$ cat config.mk
export PLATFORM = sky130hd
export DESIGN_NAME = k_weighting_biquad_cascade
export DESIGN_NICKNAME = d
export VERILOG_FILES = /design/src/rtl/core/kwb_pkg.sv /design/src/rtl/core/kwb_mac.sv /design/src/rtl/core/k_weighting_biquad_cascade.sv
export SDC_FILE = /design/constraint.sdc
export NUM_CORES = 1
export LEC_CHECK = 0
export BUFFER_PORTS_ARGS = -buffer_cell sky130_fd_sc_hd__buf_2
export CAP_MARGIN = 25
export CELL_PAD_IN_SITES_DETAIL_PLACEMENT = 0
export CELL_PAD_IN_SITES_GLOBAL_PLACEMENT = 1
export CORE_MARGIN = 4
export CORE_UTILIZATION = 42
export CTS_BUF_LIST = sky130_fd_sc_hd__clkbuf_2 sky130_fd_sc_hd__clkbuf_4 sky130_fd_sc_hd__clkbuf_8
export DETAILED_ROUTE_END_ITERATION = 7
export PLACE_DENSITY_LB_ADDON = 0.2
export SLEW_MARGIN = 25
export SYNTH_ARGS = -nofsm -noshare
export SYNTH_HDL_FRONTEND = slang
export SYNTH_SLANG_ARGS = --single-unit
$ cat constraint.sdc
create_clock -name clk -period 28.7 [get_ports clk]
set_clock_uncertainty 0.05 [all_clocks]
set_input_delay 0 -clock clk [delete_from_list [all_inputs] [get_ports clk]]
set_output_delay 0 -clock clk [all_outputs]
set_load 0.03 [all_outputs]
$ cat src/rtl/core/kwb_pkg.sv
`default_nettype none
package kwb_pkg;

  localparam int SAMPLE_WIDTH = 24;
  localparam int STAGE_WIDTH  = SAMPLE_WIDTH + 4;
  localparam int DIGIT        = 4;
  localparam int NUM_DIGITS   = (STAGE_WIDTH + DIGIT - 1) / DIGIT;
  localparam int PAD_WIDTH    = NUM_DIGITS * DIGIT;
  localparam int DIG_W        = $clog2(NUM_DIGITS);
  localparam int NUM_TERMS    = 5;
  localparam int TERM_W       = 3;
  localparam int TABLE_FRAC   = 30;

  localparam logic REG_RATE_SELECT = 1'b0;

  // [rate][stage][term]: b0, b1, b2, a1, a2 in Q.30; stage 0 shelf, stage 1 high-pass
  localparam longint COEF_Q30 [2][2][NUM_TERMS] = '{
    '{ '{64'sd1648327767, -64'sd2890186776, 64'sd1286764483,
         -64'sd1815331593, 64'sd786495243},
       '{64'sd1073741824, -64'sd2147483648, 64'sd1073741824,
         -64'sd2136797184, 64'sd1063081984} },
    '{ '{64'sd1648327767, -64'sd2890186776, 64'sd1286764483,
         -64'sd1786336077, 64'sd764921422},
       '{64'sd1073741824, -64'sd2147483648, 64'sd1073741824,
         -64'sd2135854679, 64'sd1062136671} }
  };

  typedef struct packed {
    logic signed [SAMPLE_WIDTH-1:0] sample_in;
    logic                           first;
    logic                           last_in;
  } in_t;

  typedef struct packed {
    logic signed [SAMPLE_WIDTH-1:0] sample_out;
    logic                           last_out;
  } out_t;

  typedef struct packed {
    logic dig_en;
    logic first_dig;
    logic acc_clr;
    logic acc_add;
    logic fin;
  } mac_ctl_t;

  // round a Q.30 coefficient to frac bits (half up), negated for feedback terms
  function automatic longint round_coef(input longint v, input logic neg, input int frac);
    longint r;
    int     sh;
    sh = TABLE_FRAC - frac;
    if (sh == 0) begin
      r = v;
    end else begin
      r = (v + (longint'(1) <<< (sh - 1))) >>> sh;
    end
    return neg ? -r : r;
  endfunction

endpackage
`default_nettype wire

$ cat src/rtl/core/kwb_mac.sv
`default_nettype none
module kwb_mac import kwb_pkg::*; #(
  parameter int CW   = 31,
  parameter int FRAC = 28
) (
  input  wire  logic                          clk,
  input  wire  mac_ctl_t                      ctl,
  input  wire  logic signed [PAD_WIDTH-1:0]   operand,
  input  wire  logic signed [CW-1:0]          coef,
  output logic signed [STAGE_WIDTH-1:0]       stage_val
);

  localparam int PRW  = CW + PAD_WIDTH;
  localparam int ACCW = PRW + 3;
  localparam int SHW  = ACCW - FRAC;
  localparam logic [ACCW-1:0] HALF = {{(ACCW-FRAC){1'b0}}, 1'b1, {(FRAC-1){1'b0}}};

  logic        [PAD_WIDTH-1:0] sr_r, sr_nxt;
  logic signed [PRW-1:0]       p_r, p_nxt;
  logic signed [ACCW-1:0]      acc_r, acc_nxt;

  logic        [PAD_WIDTH-1:0] src;
  logic        [DIGIT-1:0]     dig;
  logic signed [DIGIT:0]       dig_s;
  logic signed [CW+DIGIT:0]    pp;
  logic signed [SHW-1:0]       shv;
  logic        [SHW-STAGE_WIDTH:0] hi;
  logic                        in_range;

  // operand enters MSB digit first; the first digit carries the sign
  assign src   = ctl.first_dig ? operand : sr_r;
  assign dig   = src[PAD_WIDTH-1 -: DIGIT];
  assign dig_s = ctl.first_dig ? {dig[DIGIT-1], dig} : {1'b0, dig};
  assign pp    = coef * dig_s;

  always_comb begin
    sr_nxt  = src << DIGIT;
    p_nxt   = (ctl.first_dig ? '0 : (p_r <<< DIGIT)) + PRW'(pp);
    acc_nxt = acc_r;
    if (ctl.acc_clr) begin
      acc_nxt = '0;
    end else if (ctl.acc_add || ctl.fin) begin
      acc_nxt = acc_r + ACCW'(p_r) + (ctl.fin ? HALF : '0);
    end
  end

  always_ff @(posedge clk) begin
    if (ctl.dig_en) begin
      sr_r <= sr_nxt;
      p_r  <= p_nxt;
    end
    acc_r <= acc_nxt;
  end

  // drop fraction, saturate to stage width
  assign shv      = acc_r[ACCW-1:FRAC];
  assign hi       = shv[SHW-1:STAGE_WIDTH-1];
  assign in_range = (&hi) | ~(|hi);
  assign stage_val = in_range ? shv[STAGE_WIDTH-1:0]
                              : {shv[SHW-1], {(STAGE_WIDTH-1){~shv[SHW-1]}}};

endmodule
`default_nettype wire

$ cat src/rtl/core/k_weighting_biquad_cascade.sv
`default_nettype none
// channel  | ports                                   | direction
// in       | in_valid, in_stall, in_data (in_t)      | sample request into the block
// out      | out_valid, out_stall, out_data (out_t)  | filtered sample out of the block
// cfg      | psel, penable, pwrite, paddr, pwdata,   | register access, rate_select at 0x0
//          | prdata, pready                          |
//
// each sample runs through both stages in turn: each stage runs five products through one
// 4-bit digit-serial multiplier, then an add step and a saturate step
// the input stalls from acceptance until the result is written to the output register
// the result waits in the output register under out_stall; a finished sample holds in the
// saturate step until the output register is free
// rst_n is synchronous: clears control, histories and rate_select
module k_weighting_biquad_cascade import kwb_pkg::*; #(
  parameter int COEF_FRAC_BITS = 28
) (
  input  wire  logic        clk,
  input  wire  logic        rst_n,
  input  wire  logic        in_valid,
  output logic              in_stall,
  input  wire  in_t         in_data,
  output logic              out_valid,
  input  wire  logic        out_stall,
  output out_t              out_data,
  input  wire  logic        psel,
  input  wire  logic        penable,
  input  wire  logic        pwrite,
  input  wire  logic [2:0]  paddr,
  input  wire  logic [31:0] pwdata,
  output logic [31:0]       prdata,
  output logic              pready
);

  localparam int CW = COEF_FRAC_BITS + 3;

  typedef enum logic [3:0] {
    ST_IDLE = 4'b0001,
    ST_MAC  = 4'b0010,
    ST_ADD  = 4'b0100,
    ST_SAT  = 4'b1000
  } state_t;

  state_t                          st_r, st_nxt;
  logic                            stage_r, stage_nxt;
  logic        [TERM_W-1:0]        term_r, term_nxt;
  logic        [DIG_W-1:0]         dig_r, dig_nxt;
  logic                            rate_r;

  logic signed [SAMPLE_WIDTH-1:0]  x_r, x_nxt;
  logic                            last_r, last_nxt;
  logic signed [SAMPLE_WIDTH-1:0]  sin1_r, sin1_nxt, sin2_r, sin2_nxt;
  logic signed [STAGE_WIDTH-1:0]   sout1_r, sout1_nxt, sout2_r, sout2_nxt;
  logic signed [STAGE_WIDTH-1:0]   pout1_r, pout1_nxt, pout2_r, pout2_nxt;
  logic signed [STAGE_WIDTH-1:0]   s0_r, s0_nxt;
  logic                            out_valid_r, out_valid_nxt;
  out_t                            out_r, out_nxt;

  logic                            in_acc, out_free, cfg_wr;
  mac_ctl_t                        ctl;
  logic signed [PAD_WIDTH-1:0]     operand;
  logic signed [CW-1:0]            coef;
  logic signed [STAGE_WIDTH-1:0]   stage_val;
  logic        [STAGE_WIDTH-SAMPLE_WIDTH:0] ohi;
  logic signed [SAMPLE_WIDTH-1:0]  sample_sat;

  logic signed [CW-1:0] coef_tab [2][2][NUM_TERMS];

  for (genvar r = 0; r < 2; r++) begin : g_rate
    for (genvar s = 0; s < 2; s++) begin : g_stage
      for (genvar t = 0; t < NUM_TERMS; t++) begin : g_term
        assign coef_tab[r][s][t] =
          CW'(round_coef(COEF_Q30[r][s][t], (t >= 3), COEF_FRAC_BITS));
      end
    end
  end

  // config port
  assign pready = 1'b1;
  assign cfg_wr = psel && penable && pwrite && pready;
  assign prdata = (paddr[2] == REG_RATE_SELECT) ? {31'b0, rate_r} : '0;

  always_ff @(posedge clk) begin
    if (!rst_n) begin
      rate_r <= 1'b0;
    end else if (cfg_wr && paddr[2] == REG_RATE_SELECT) begin
      rate_r <= pwdata[0];
    end
  end

  assign in_stall  = (st_r != ST_IDLE);
  assign in_acc    = in_valid && !in_stall;
  assign out_free  = !out_valid_r || !out_stall;
  assign out_valid = out_valid_r;
  assign out_data  = out_r;

  // operand select per stage and term
  always_comb begin
    operand = '0;
    if (!stage_r) begin
      case (term_r)
        3'd0:    operand = PAD_WIDTH'(x_r);
        3'd1:    operand = PAD_WIDTH'(sin1_r);
        3'd2:    operand = PAD_WIDTH'(sin2_r);
        3'd3:    operand = PAD_WIDTH'(sout1_r);
        3'd4:    operand = PAD_WIDTH'(sout2_r);
        default: operand = '0;
      endcase
    end else begin
      case (term_r)
        3'd0:    operand = PAD_WIDTH'(s0_r);
        3'd1:    operand = PAD_WIDTH'(sout1_r);
        3'd2:    operand = PAD_WIDTH'(sout2_r);
        3'd3:    operand = PAD_WIDTH'(pout1_r);
        3'd4:    operand = PAD_WIDTH'(pout2_r);
        default: operand = '0;
      endcase
    end
  end

  assign coef = coef_tab[rate_r][stage_r][term_r];

  always_comb begin
    ctl           = '0;
    ctl.dig_en    = (st_r == ST_MAC);
    ctl.first_dig = (st_r == ST_MAC) && (dig_r == '0);
    ctl.acc_clr   = ctl.first_dig && (term_r == '0);
    ctl.acc_add   = ctl.first_dig && (term_r != '0);
    ctl.fin       = (st_r == ST_ADD);
  end

  kwb_mac #(
    .CW   (CW),
    .FRAC (COEF_FRAC_BITS)
  ) u_mac (
    .clk       (clk),
    .ctl       (ctl),
    .operand   (operand),
    .coef      (coef),
    .stage_val (stage_val)
  );

  // output saturation from stage width to sample width
  assign ohi        = stage_val[STAGE_WIDTH-1:SAMPLE_WIDTH-1];
  assign sample_sat = ((&ohi) | ~(|ohi)) ? stage_val[SAMPLE_WIDTH-1:0]
                    : {stage_val[STAGE_WIDTH-1], {(SAMPLE_WIDTH-1){~stage_val[STAGE_WIDTH-1]}}};

  always_comb begin
    st_nxt        = st_r;
    stage_nxt     = stage_r;
    term_nxt      = term_r;
    dig_nxt       = dig_r;
    x_nxt         = x_r;
    last_nxt      = last_r;
    sin1_nxt      = sin1_r;
    sin2_nxt      = sin2_r;
    sout1_nxt     = sout1_r;
    sout2_nxt     = sout2_r;
    pout1_nxt     = pout1_r;
    pout2_nxt     = pout2_r;
    s0_nxt        = s0_r;
    out_valid_nxt = out_valid_r && out_stall;
    out_nxt       = out_r;
    case (st_r)
      ST_IDLE: begin
        if (in_acc) begin
          x_nxt     = in_data.sample_in;
          last_nxt  = in_data.last_in;
          stage_nxt = 1'b0;
          term_nxt  = '0;
          dig_nxt   = '0;
          st_nxt    = ST_MAC;
          // new buffer starts from rest
          if (in_data.first) begin
            sin1_nxt  = '0;
            sin2_nxt  = '0;
            sout1_nxt = '0;
            sout2_nxt = '0;
            pout1_nxt = '0;
            pout2_nxt = '0;
          end
        end
      end
      ST_MAC: begin
        if (dig_r == DIG_W'(NUM_DIGITS - 1)) begin
          dig_nxt = '0;
          if (term_r == TERM_W'(NUM_TERMS - 1)) begin
            st_nxt = ST_ADD;
          end else begin
            term_nxt = term_r + 1'b1;
          end
        end else begin
          dig_nxt = dig_r + 1'b1;
        end
      end
      ST_ADD: begin
        st_nxt = ST_SAT;
      end
      ST_SAT: begin
        if (!stage_r) begin
          s0_nxt    = stage_val;
          stage_nxt = 1'b1;
          term_nxt  = '0;
          dig_nxt   = '0;
          st_nxt    = ST_MAC;
        end else if (out_free) begin
          out_valid_nxt      = 1'b1;
          out_nxt.sample_out = sample_sat;
          out_nxt.last_out   = last_r;
          sin2_nxt  = sin1_r;
          sin1_nxt  = x_r;
          sout2_nxt = sout1_r;
          sout1_nxt = s0_r;
          pout2_nxt = pout1_r;
          pout1_nxt = stage_val;
          st_nxt    = ST_IDLE;
        end
      end
      default: begin
        st_nxt = ST_IDLE;
      end
    endcase
  end

  always_ff @(posedge clk) begin
    if (!rst_n) begin
      st_r        <= ST_IDLE;
      stage_r     <= 1'b0;
      term_r      <= '0;
      dig_r       <= '0;
      out_valid_r <= 1'b0;
      sin1_r      <= '0;
      sin2_r      <= '0;
      sout1_r     <= '0;
      sout2_r     <= '0;
      pout1_r     <= '0;
      pout2_r     <= '0;
    end else begin
      st_r        <= st_nxt;
      stage_r     <= stage_nxt;
      term_r      <= term_nxt;
      dig_r       <= dig_nxt;
      out_valid_r <= out_valid_nxt;
      sin1_r      <= sin1_nxt;
      sin2_r      <= sin2_nxt;
      sout1_r     <= sout1_nxt;
      sout2_r     <= sout2_nxt;
      pout1_r     <= pout1_nxt;
      pout2_r     <= pout2_nxt;
    end
  end

  always_ff @(posedge clk) begin
    x_r    <= x_nxt;
    last_r <= last_nxt;
    s0_r   <= s0_nxt;
    out_r  <= out_nxt;
  end

`ifndef SYNTHESIS
  // an accepted request keeps the input stalled on the next cycle
  a_busy_after_accept: assert property (@(posedge clk) disable iff (!rst_n)
    in_valid && !in_stall |=> in_stall)
    else $error("input not stalled after accepting a request");

  // term counter stays within the five products of a stage
  a_term_range: assert property (@(posedge clk) disable iff (!rst_n)
    term_r <= TERM_W'(NUM_TERMS - 1))
    else $error("term counter out of range");

  // a result only appears from the saturate step of the second stage
  a_out_source: assert property (@(posedge clk) disable iff (!rst_n)
    $rose(out_valid) |-> $past(st_r == ST_SAT) && $past(stage_r))
    else $error("result written outside the final saturate step");
`endif

endmodule
`default_nettype wire
### After elaboration in Yosys (flattened, before gate mapping)

Index checks and enable logic that the tools add are counted.

| storage, ports and cells | value |
|---|---|
| register bits | 396 |
| input port bits | 68 |
| output and inout bits | 60 |
| word-level logic and storage cells | 149 |

| operators by class | value |
|---|---|
| add/subtract/negate cells | 5 |
| multiply operators | 1 |
| $lt $le $gt $ge | 3 |
| equal/unequal tests | 19 |
| muxes and demuxes | 59 |
| bitwise logic cells | 11 |
| reductions and logical operators | 30 |

Operators with widths:

| operator | count |
|---|---|
| 310-bit two-way mux | 2 |
| 155-bit two-way mux | 3 |
| 28-bit two-way mux | 14 |
| 28-bit one-hot mux with 5 select lines | 2 |
| 28-bit one-hot mux with 2 select lines | 4 |
| 211-bit two-way mux | 1 |
| 24-bit two-way mux | 7 |
| 62-bit adder | 2 |
| 24-bit one-hot mux with 2 select lines | 2 |
| 31-bit binary-select mux with 3-bit select | 1 |
| 31-bit two-way mux | 2 |
| 59-bit adder | 1 |
| 59-bit two-way mux | 1 |
| 31-bit by 5-bit multiplier with 36-bit output | 1 |
| 4-bit two-way mux | 5 |
| 3-bit one-hot mux with 3 select lines | 2 |
| 4-bit one-hot mux with 4 select lines | 1 |
| 3-bit two-way mux | 5 |
| 5-bit AND reduction | 3 |
| 2-bit inequality test, second input constant | 6 |
| 1-bit logical AND | 8 |
| 7-bit AND reduction | 1 |
| 7-bit OR reduction | 1 |
| 3-bit by 1-bit adder with 3-bit output, second input constant | 2 |
| other kinds (28) | 51 |

### Logic depth before layout (Yosys ltp)

Gate-level depths: netlist of the first run.

| logic depth | value |
|---|---|
| depth after elaboration | 12 |
| depth in mapped cells | 44 |
| depth with buffers taken out | 39 |

### By module

From an unflattened synthesis of the first run, not the netlist that was laid out.

| unflattened totals | value |
|---|---|
| cell total of the unflattened synthesis | 3505 |
| area total of the unflattened synthesis | 30782.0 um^2 |

By module, submodules not included:

| module | times used | cells an instance | area each (um^2) |
|---|---|---|---|
| kwb_mac | 1 | 2186 | 18592.8 |
| k_weighting_biquad_cascade | 1 | 1319 | 12189.2 |

### Worst setup path after synthesis of the first run

OpenSTA, ideal clock, no wires.

| timing | value |
|---|---|
| kind | register to register |
| start | register term_r[0] |
| end | register u_mac.p_r[54], data pin |
| library setup time | 0.266 ns |
| data arrival time | 9.241 ns |
| slack | 19.143 ns |
| cell stages (with the launch flop) | 43 |
| buffers on the path | 5 |
| period minus slack after synthesis | 9.557 ns |
| cell sequence | dfxtp_1 clkbuf_1 clkinv_1 ha_1 clkbuf_1 nor2b_1 clkbuf_1 a21oi_1 nand2_1 a221oi_1 a41o_1 nor2_1 a21oi_1 clkbuf_1 nor2_1 fa_1 inv_1 fa_1 [7 not listed] o22ai_2 o221ai_2 o21ai_2 a21oi_2 o31ai_1 xnor2_2 ha_1 clkbuf_1 a21oi_1 o21ai_1 a21o_1 a21oi_1 o21ai_0 a21oi_1 o21bai_1 a21oi_1 o21ai_0 xor2_1 |

| between the ends | value |
|---|---|
| cells in the longest elaborated chain, start to end | 7 |
| elaborated cells on any way between the ends | 16 |
| those cells by class | add/sub: 1; mul: 1; eq/ne: 4; mux: 8; bitwise: 1; reduce/logical: 1 |

RTL lines:

| what | RTL line | source |
|---|---|---|
| start, declared | k_weighting_biquad_cascade.sv:45 | `logic [TERM_W-1:0] term_r, term_nxt;` |
| start signal, assigned | k_weighting_biquad_cascade.sv:240 | `term_r <= term_nxt;` |
| 3-bit equality test (tied with other cells) | k_weighting_biquad_cascade.sv:100, k_weighting_biquad_cascade.sv:109 |  |
| 28-bit one-hot mux with 5 select lines (on tied branches) | k_weighting_biquad_cascade.sv:100, k_weighting_biquad_cascade.sv:109 |  |
| 28-bit two-way mux | k_weighting_biquad_cascade.sv:99 | `if (!stage_r) begin` |
| 28-bit two-way mux | kwb_mac.sv:31 | `assign src = ctl.first_dig ? operand : sr_r;` |
| 5-bit two-way mux | kwb_mac.sv:33 | `assign dig_s = ctl.first_dig ? {dig[DIGIT-1], dig} : {1'b0, dig};` |
| 31-bit by 5-bit multiplier with 36-bit output * | kwb_mac.sv:34 | `assign pp = coef * dig_s;` |
| 59-bit adder * | kwb_mac.sv:38 | `p_nxt = (ctl.first_dig ? '0 : (p_r <<< DIGIT)) + PRW'(pp);` |
| net u_mac.p_nxt[54] | kwb_mac.sv:19 | `logic signed [PRW-1:0] p_r, p_nxt;` |
| end signal, assigned | kwb_mac.sv:50 | `p_r <= p_nxt;` |
| end, declared | kwb_mac.sv:19 |  |

Mark *: on every way through the listed nets, which the timed path passes. The rest lies on a longest branch. The select of a mux whose other input is x is not followed.
A chain may end at the register's enable or synchronous reset.

### Worst setup path after layout of the first run

| timing | value |
|---|---|
| start | register term_r[1] |
| end | register u_mac.p_r[57], data pin |

Same word-level chain as after synthesis.

==> flow_summary.json, run 1 <==
{
  "synth_top_family_by_area": "compound AO/OA/AOI/OAI gates",
  "netlist_top_cells_count": "nand2_1 (459), ha_1 (256), nor2_1 (245)",
  "rsz0062_at_grt": "no",
  "clock-root-buffer": "clkbuf_8",
  "ys_async_sr_fraction": 0,
  "ff2ff_path_depth": 37,
  "grt_pass1_wl_mm": 140,
  "cts_setup_buffers": 0,
  "synth_compound_area_frac": 0.228,
  "crit_type": "reg -> reg",
  "setup_viol": 0,
  "seqPwrFrac": 0.256,
  "hold_viol_final": 0,
  "rr_startpoint": "term_r[1]",
  "synthXorXnorAreaFrac": 0.0412,
  "syn-cell-area_mm2": 0.0299,
  "syn2layout_area_growth_pct": 10.3,
  "setup-tns-final_ps": 0,
  "p_per_area_mw_per_mm2": 85.3,
  "r2r-end": "u_mac.p_r[57]",
  "slew_viol_final": 0,
  "peakVddDrop_uv": 75.8,
  "detailed_place.area_mm2": 0.0308,
  "holdPathStages": 4,
  "drc": 0,
  "yosysTopAreaCell": "edfxtp_1",
  "syn_area_per_cell_um2": 8.52,
  "vias_per_cell": 5.73,
  "crit_path_end_kind": "flip-flop",
  "place_hpwl_mm": 59.9,
  "clkTransAtPathRegs_ps": 60,
  "yosys-top-cells-area": "edfxtp_1 (16%), dfxtp_1 (16%), ha_1 (11%)",
  "detail-route-antenna-nets": 0,
  "cp_top_family": "compound AO/OA/AOI/OAI gates",
  "crit_path_frequent_cell": "a21oi_1",
  "synthCells": 3512,
  "leakagePower_nw": 13.6,
  "cts_resized": 0,
  "combPwrFrac": 0.529,
  "clock_path_buffers": 3,
  "worstSetupStartpointType": "flip-flop",
  "cts_tree": "yes",
  "netSwitchingFraction": 0.432,
  "die_h_um": 275,
  "slew_headroom": 0.344,
  "core_mm2": 0.0703,
  "gr-total-overflow": 0,
  "io_buffers": 62,
  "dieArea_mm2": 0.0756,
  "synth_ff_type": "dfxtp_1",
  "synth_cell_type_count": 87,
  "synth_top_area_frac": 0.162,
  "arrival_ps": 11870,
  "cts_buffers": 78,
  "first_global_vias": 25475,
  "crit_slowest_cell": "a21oi_1",
  "maxCapViolCount": 0,
  "ios": 128,
  "worstHoldStart": "out_stall",
  "holdPathEnd": "out_valid",
  "num_rows": 97,
  "worstHoldPathType": "in -> reg",
  "routed-via-count": 25912,
  "max_freq_ghz": 0.0870,
  "outcome": "finished clean",
  "ys_ff_latch": 396,
  "synthMuxAreaShare": 0.00105,
  "stdcell_area_mm2": 0.0330,
  "final_nets": 3938,
  "drive_gt1_frac": 0.0815,
  "wl_per_cell_um": 19.4,
  "grt_max_degree": 99,
  "yosysMostFrequentCell": "nand2_1",
  "tightest_slew_ps": 984,
  "initial_utilization": 0.426,
  "antenna_found_initial": 3,
  "drt_iter0_markers": 2309,
  "gp_congestion": 0.908,
  "fillers": 6809,
  "ys_seq_area_frac": 0.319,
  "crit_buf_inv": 5,
  "p_int_mw": 1.60,
  "track_usage": 0.229,
  "clock_sinks": 396,
  "synthSimpleGateAreaFrac": 0.173,
  "fin_crit_ps": 11500,
  "crit_fanout": 39,
  "first_pass_iters": 6,
  "switchingPower_mw": 1.22,
  "synth_adder_area_share": 0.173,
  "required_ps": 29070,
  "clock_power_share": 0.215,
  "yosys_warnings": 0,
  "synth-edff-count": 161,
  "fin_crit_sh": 0.401,
  "cp_slowest_stage_delay_ps": 580,
  "drt_wl_total_mm": 87.8,
  "chipWidth_um": 275,
  "clock_latency_ps": 710,
  "rrSetupSlack_ps": 17200,
  "h-tree-depth": 3
}
metrics by stage:
step           instances  power [mW]  worst slack [ps]  hold slack [ps]  utilization
2_1_floorplan       3542        1.81             19140             48.9            -
3_3_place_gp        4320        2.16             17410              129        0.438
3_5_place_dp        4320        2.18             17400              128        0.438
4_1_cts             4521        2.82             17310             96.4        0.469
5_1_grt             4522        3.01             16760              177        0.470
6_report            4524        2.82             17200              173        0.470
how the worst max path moves through the flow:
stage / cells after the start / startpoint / end / slack, ps
after floorplan: 42 / term_r[0] / u_mac.p_r[54] / 19140
after global placement: 39 / term_r[1] / u_mac.p_r[54] / 17410
after detailed placement: 37 / term_r[1] / u_mac.p_r[57] / 17400
after CTS: 37 / term_r[1] / u_mac.p_r[57] / 17310
after global routing: 39 / term_r[1] / u_mac.p_r[54] / 16760
final: 37 / term_r[1] / u_mac.p_r[57] / 17200
timing repair:
action / in CTS / in global routing
hold buffers: 55 / 0
endpoints found under the hold margin: 152 / 0
endpoints found under the setup margin: 0 / 0
flip-flops by register name, summed over array words and instances (netlist names), 4 cells and up:
register	flops
pout1_r	28
u_mac.sr_r	24
sin1_r	24
pout2_r	28
out_data	25
u_mac.acc_r	62
sout2_r	28
st_r	4
sout1_r	28
s0_r	28
sin2_r	24
x_r	24
u_mac.p_r	59
final cells by class:
type / count / area, um^2 / share of cell area
Clock inverter: 21 / 173 / 0.00523
Sequential cell: 396 / 9540 / 0.289
Inverter: 214 / 805 / 0.0244
Multi-Input combinational cell: 2673 / 18700 / 0.566
Clock buffer: 125 / 1490 / 0.0451
Tap cell: 940 / 1180 / 0.0356
Timing Repair Buffer: 152 / 1130 / 0.0341
Antenna cell: 3 / 7.51 / 0.000227
cell usage in the layout (no fill, tap or decap), types with 10 or more instances in the layout:
cell type      instances
conb_1                32
clkinv_1              11
a41oi_1               11
o31ai_1               11
a31oi_1               17
a22oi_1               22
nor2b_1               91
a222oi_1              33
o21ai_1               16
dfxtp_1              233
nand2_1              458
nand2b_1              14
nor3_1                32
o21a_1                40
clkbuf_8              88
edfxtp_1             161
ha_1                 253
o21bai_1              29
a21o_1                84
nand3_1              208
nor2_1               243
xor2_1                32
xnor2_1              107
a211oi_1              23
buf_2                 61
a221oi_1              51
a32o_1                20
dlygate4sd3_1         55
a21oi_1              240
or2_2                 10
clkbuf_4              37
nand4_1               42
inv_1                211
fa_1                  99
o211ai_1              12
a21boi_0             165
buf_4                 36
o21ai_0              131
and3_1                13
power groups by stage:
stage	combinational [mW]	sequential [mW]	clock, mW
4_1_cts	1.47	0.720	0.625
3_3_place_gp	1.43	0.731	0
6_report	1.49	0.721	0.605
3_5_place_dp	1.45	0.730	0
5_1_grt	1.64	0.723	0.648
2_1_floorplan	1.09	0.715	0
layer usage:
| metal | up-vias | global-route usage | routed length, um |
|---|---|---|---|
| met5 | - | 0 | 0 |
| met4 | 0 | 0.0685 | 2200 |
| met3 | 147 | 0.0300 | 4580 |
| met2 | 701 | 0.352 | 38200 |
| met1 | 12632 | 0.336 | 42900 |
| li1 | 12432 | - | - |
cells by family (layout without fill, tap and decap cells):
logic type / after synthesis / in the layout
and+or+nand+nor: 1153 / 1153
AOI/OAI and AO/OA: 990 / 990
buffers and inverters: 473 / 512
DFF: 396 / 396
adders and majority gates: 355 / 355
xor gates and xnor gates: 140 / 140
muxes: 3 / 3
other: 2 / 35
worst register-to-register path: cells and delay by family, from the launching register on:
kind                     cells  cell delay, ps
XOR/XNOR                     2             270
adder cells (fa/ha/maj)      6            2590
flip-flops                   1             470
AND/OR/NAND/NOR              4            1620
buffers and inverters        5            1420
AO/OA/AOI/OAI               20            4810
No activity file was read; power rests on OpenSTA's default activity.
==> run 2: changes to the inputs <==
clock period = 9.8 ns   (was 28.7 ns; I/O delays follow)
==> run 2 against run 1 <==
Worst hold slack gained 54 ps. Sequential power grew to 2.9 times the previous value. Combinational power grew to 3.0 times the previous value. Global-route usage grew 0.31 points. Utilization grew 0.53 points. Non-clock buffer count grew 31. Critical path depth is the same. Count of clock-buffer cells in the layout is the same. First-iteration DRC count shrank 0.78%. Critical path type unchanged.
==> flow_summary.json, run 2 (synthesized netlist as in run 1, its figures left out) <==
{
  "outcome": "finished clean",
  "gr-total-overflow": 0,
  "clock_sinks": 396,
  "grt_max_degree": 89,
  "place_hpwl_mm": 62.5,
  "antenna_found_initial": 2,
  "maxCapViolCount": 0,
  "crit_path_frequent_cell": "fa_1",
  "clkTransAtPathRegs_ps": 60,
  "top_register": "u_mac.acc_r",
  "cts_buffers": 78,
  "num_rows": 97,
  "p_per_area_mw_per_mm2": 252,
  "reg.largest.list": "u_mac.acc_r x62, u_mac.p_r x59",
  "drive_gt1_frac": 0.0922,
  "die_h_um": 275,
  "ios": 128,
  "grt_pass1_wl_mm": 141,
  "peakVddDrop_uv": 237,
  "max_freq_ghz": 0.107,
  "largest_reg_flops": 62,
  "grt_util_met3": 0.0370,
  "fin_crit_ps": 9310,
  "final_common_cell": "nand2_1",
  "vias_per_cell": 5.70,
  "tightest_slew_ps": 972,
  "slew_headroom": 0.352,
  "grtUsageMet1": 0.343,
  "worstHoldPathType": "in -> out",
  "final_nets": 3969,
  "setup_viol": 0,
  "h-tree-depth": 3,
  "worst_slack_ps": 495,
  "chipWidth_um": 275,
  "place_ws_ps": 255,
  "first_global_vias": 25303,
  "gp_congestion": 0.902,
  "leakagePower_nw": 13.8,
  "crit_fanout": 31,
  "drc": 0,
  "rsz0062_at_grt": "no",
  "drt_iter0_markers": 2291,
  "wl_per_cell_um": 19.6,
  "first_pass_iters": 7,
  "final_core_util": 0.475,
  "clock_latency_ps": 680,
  "use_met2": 0.355,
  "crit_type": "reg -> reg",
  "initial_utilization": 0.426,
  "arrival_ps": 9670,
  "track_usage": 0.232,
  "routed-via-count": 25925,
  "clock-root-buffer": "clkbuf_8",
  "syn2layout_area_growth_pct": 11.6,
  "fin_crit_sh": 0.950,
  "hold_viol_final": 0,
  "required_ps": 10160,
  "clock_path_buffers": 3,
  "grt.busiest_layer": "met2",
  "core_mm2": 0.0703,
  "mostFrequentLayoutCells": "nand2_1 (458), ha_1 (253), nor2_1 (242)",
  "io_buffers": 62,
  "detail-route-antenna-nets": 0,
  "crit_slowest_cell": "fa_1",
  "worstSetupStartpointType": "flip-flop",
  "drt_wl_total_mm": 89.3,
  "slew_viol_final": 0,
  "dieArea_mm2": 0.0756,
  "cp_slowest_stage_delay_ps": 530,
  "cts_tree": "yes",
  "setup-tns-final_ps": 0,
  "crit_path_end_kind": "flip-flop"
}
==> run 2: final timing paths <==
check	startpoint	cells after the start	slack, ps	to
setup / recovery	term_r[0]	37	490	u_mac.p_r[54]
hold / removal	paddr[2]	3	230	prdata[0]
setup reg to reg	term_r[0]	37	490	u_mac.p_r[54]
hold reg to reg	last_r	0	380	out_data[0]
==> run 2: area by class of cell <==
cell class / instances / area (um^2)
fillers: 6725 / 36900
multi-input cells: 2673 / 18700
flip-flops and latches: 396 / 9540
clock buffers: 125 / 1500
repair buffers: 183 / 1400
well taps: 940 / 1180
inverters: 214 / 805
clock inverters: 19 / 236
diodes: 2 / 5.00
==> run 2: report_power, final <==
group	switching [mW]	internal [mW]
Combinational	2.74	1.71
Sequential	0.0825	2.03
Clock	0.790	1.06
Total	3.62	4.80
==> run 2: routing by layer <==
metal / part of all wire / vias to the layer above / wire length, um
li1: - / 12510 / -
met1: 0.49 / 12552 / 43400
met2: 0.43 / 739 / 38600
met3: 0.062 / 122 / 5550
met4: 0.020 / 2 / 1740
met5: 0.00015 / - / 13
==> run 2: critical path, delay by kind of cell, from the launching register on <==
family,cells,cell delay (ps)
compound gates,19,3870
xor+xnor,2,370
fa+ha+maj,6,2630
buf+inv,6,890
flops,1,400
simple gates,4,790
==> run 2: repair_timing <==
action,in CTS,in global routing
hold buffers,58,0
endpoints found under the hold margin,164,0
endpoints found under the setup margin,0,15
buffers inserted,0,1
gates resized for setup,0,11
==> run 2: stage by stage <==
step,power [mW],area [um^2],hold WS (ps),cells
floorplan,5.29,30000,48.9,3542
CTS,8.40,33300,200,4549
finish,8.41,33400,228,4552
global route,8.98,33400,242,4551
detailed placement,6.45,31000,128,4347
global placement,6.47,31000,127,4347
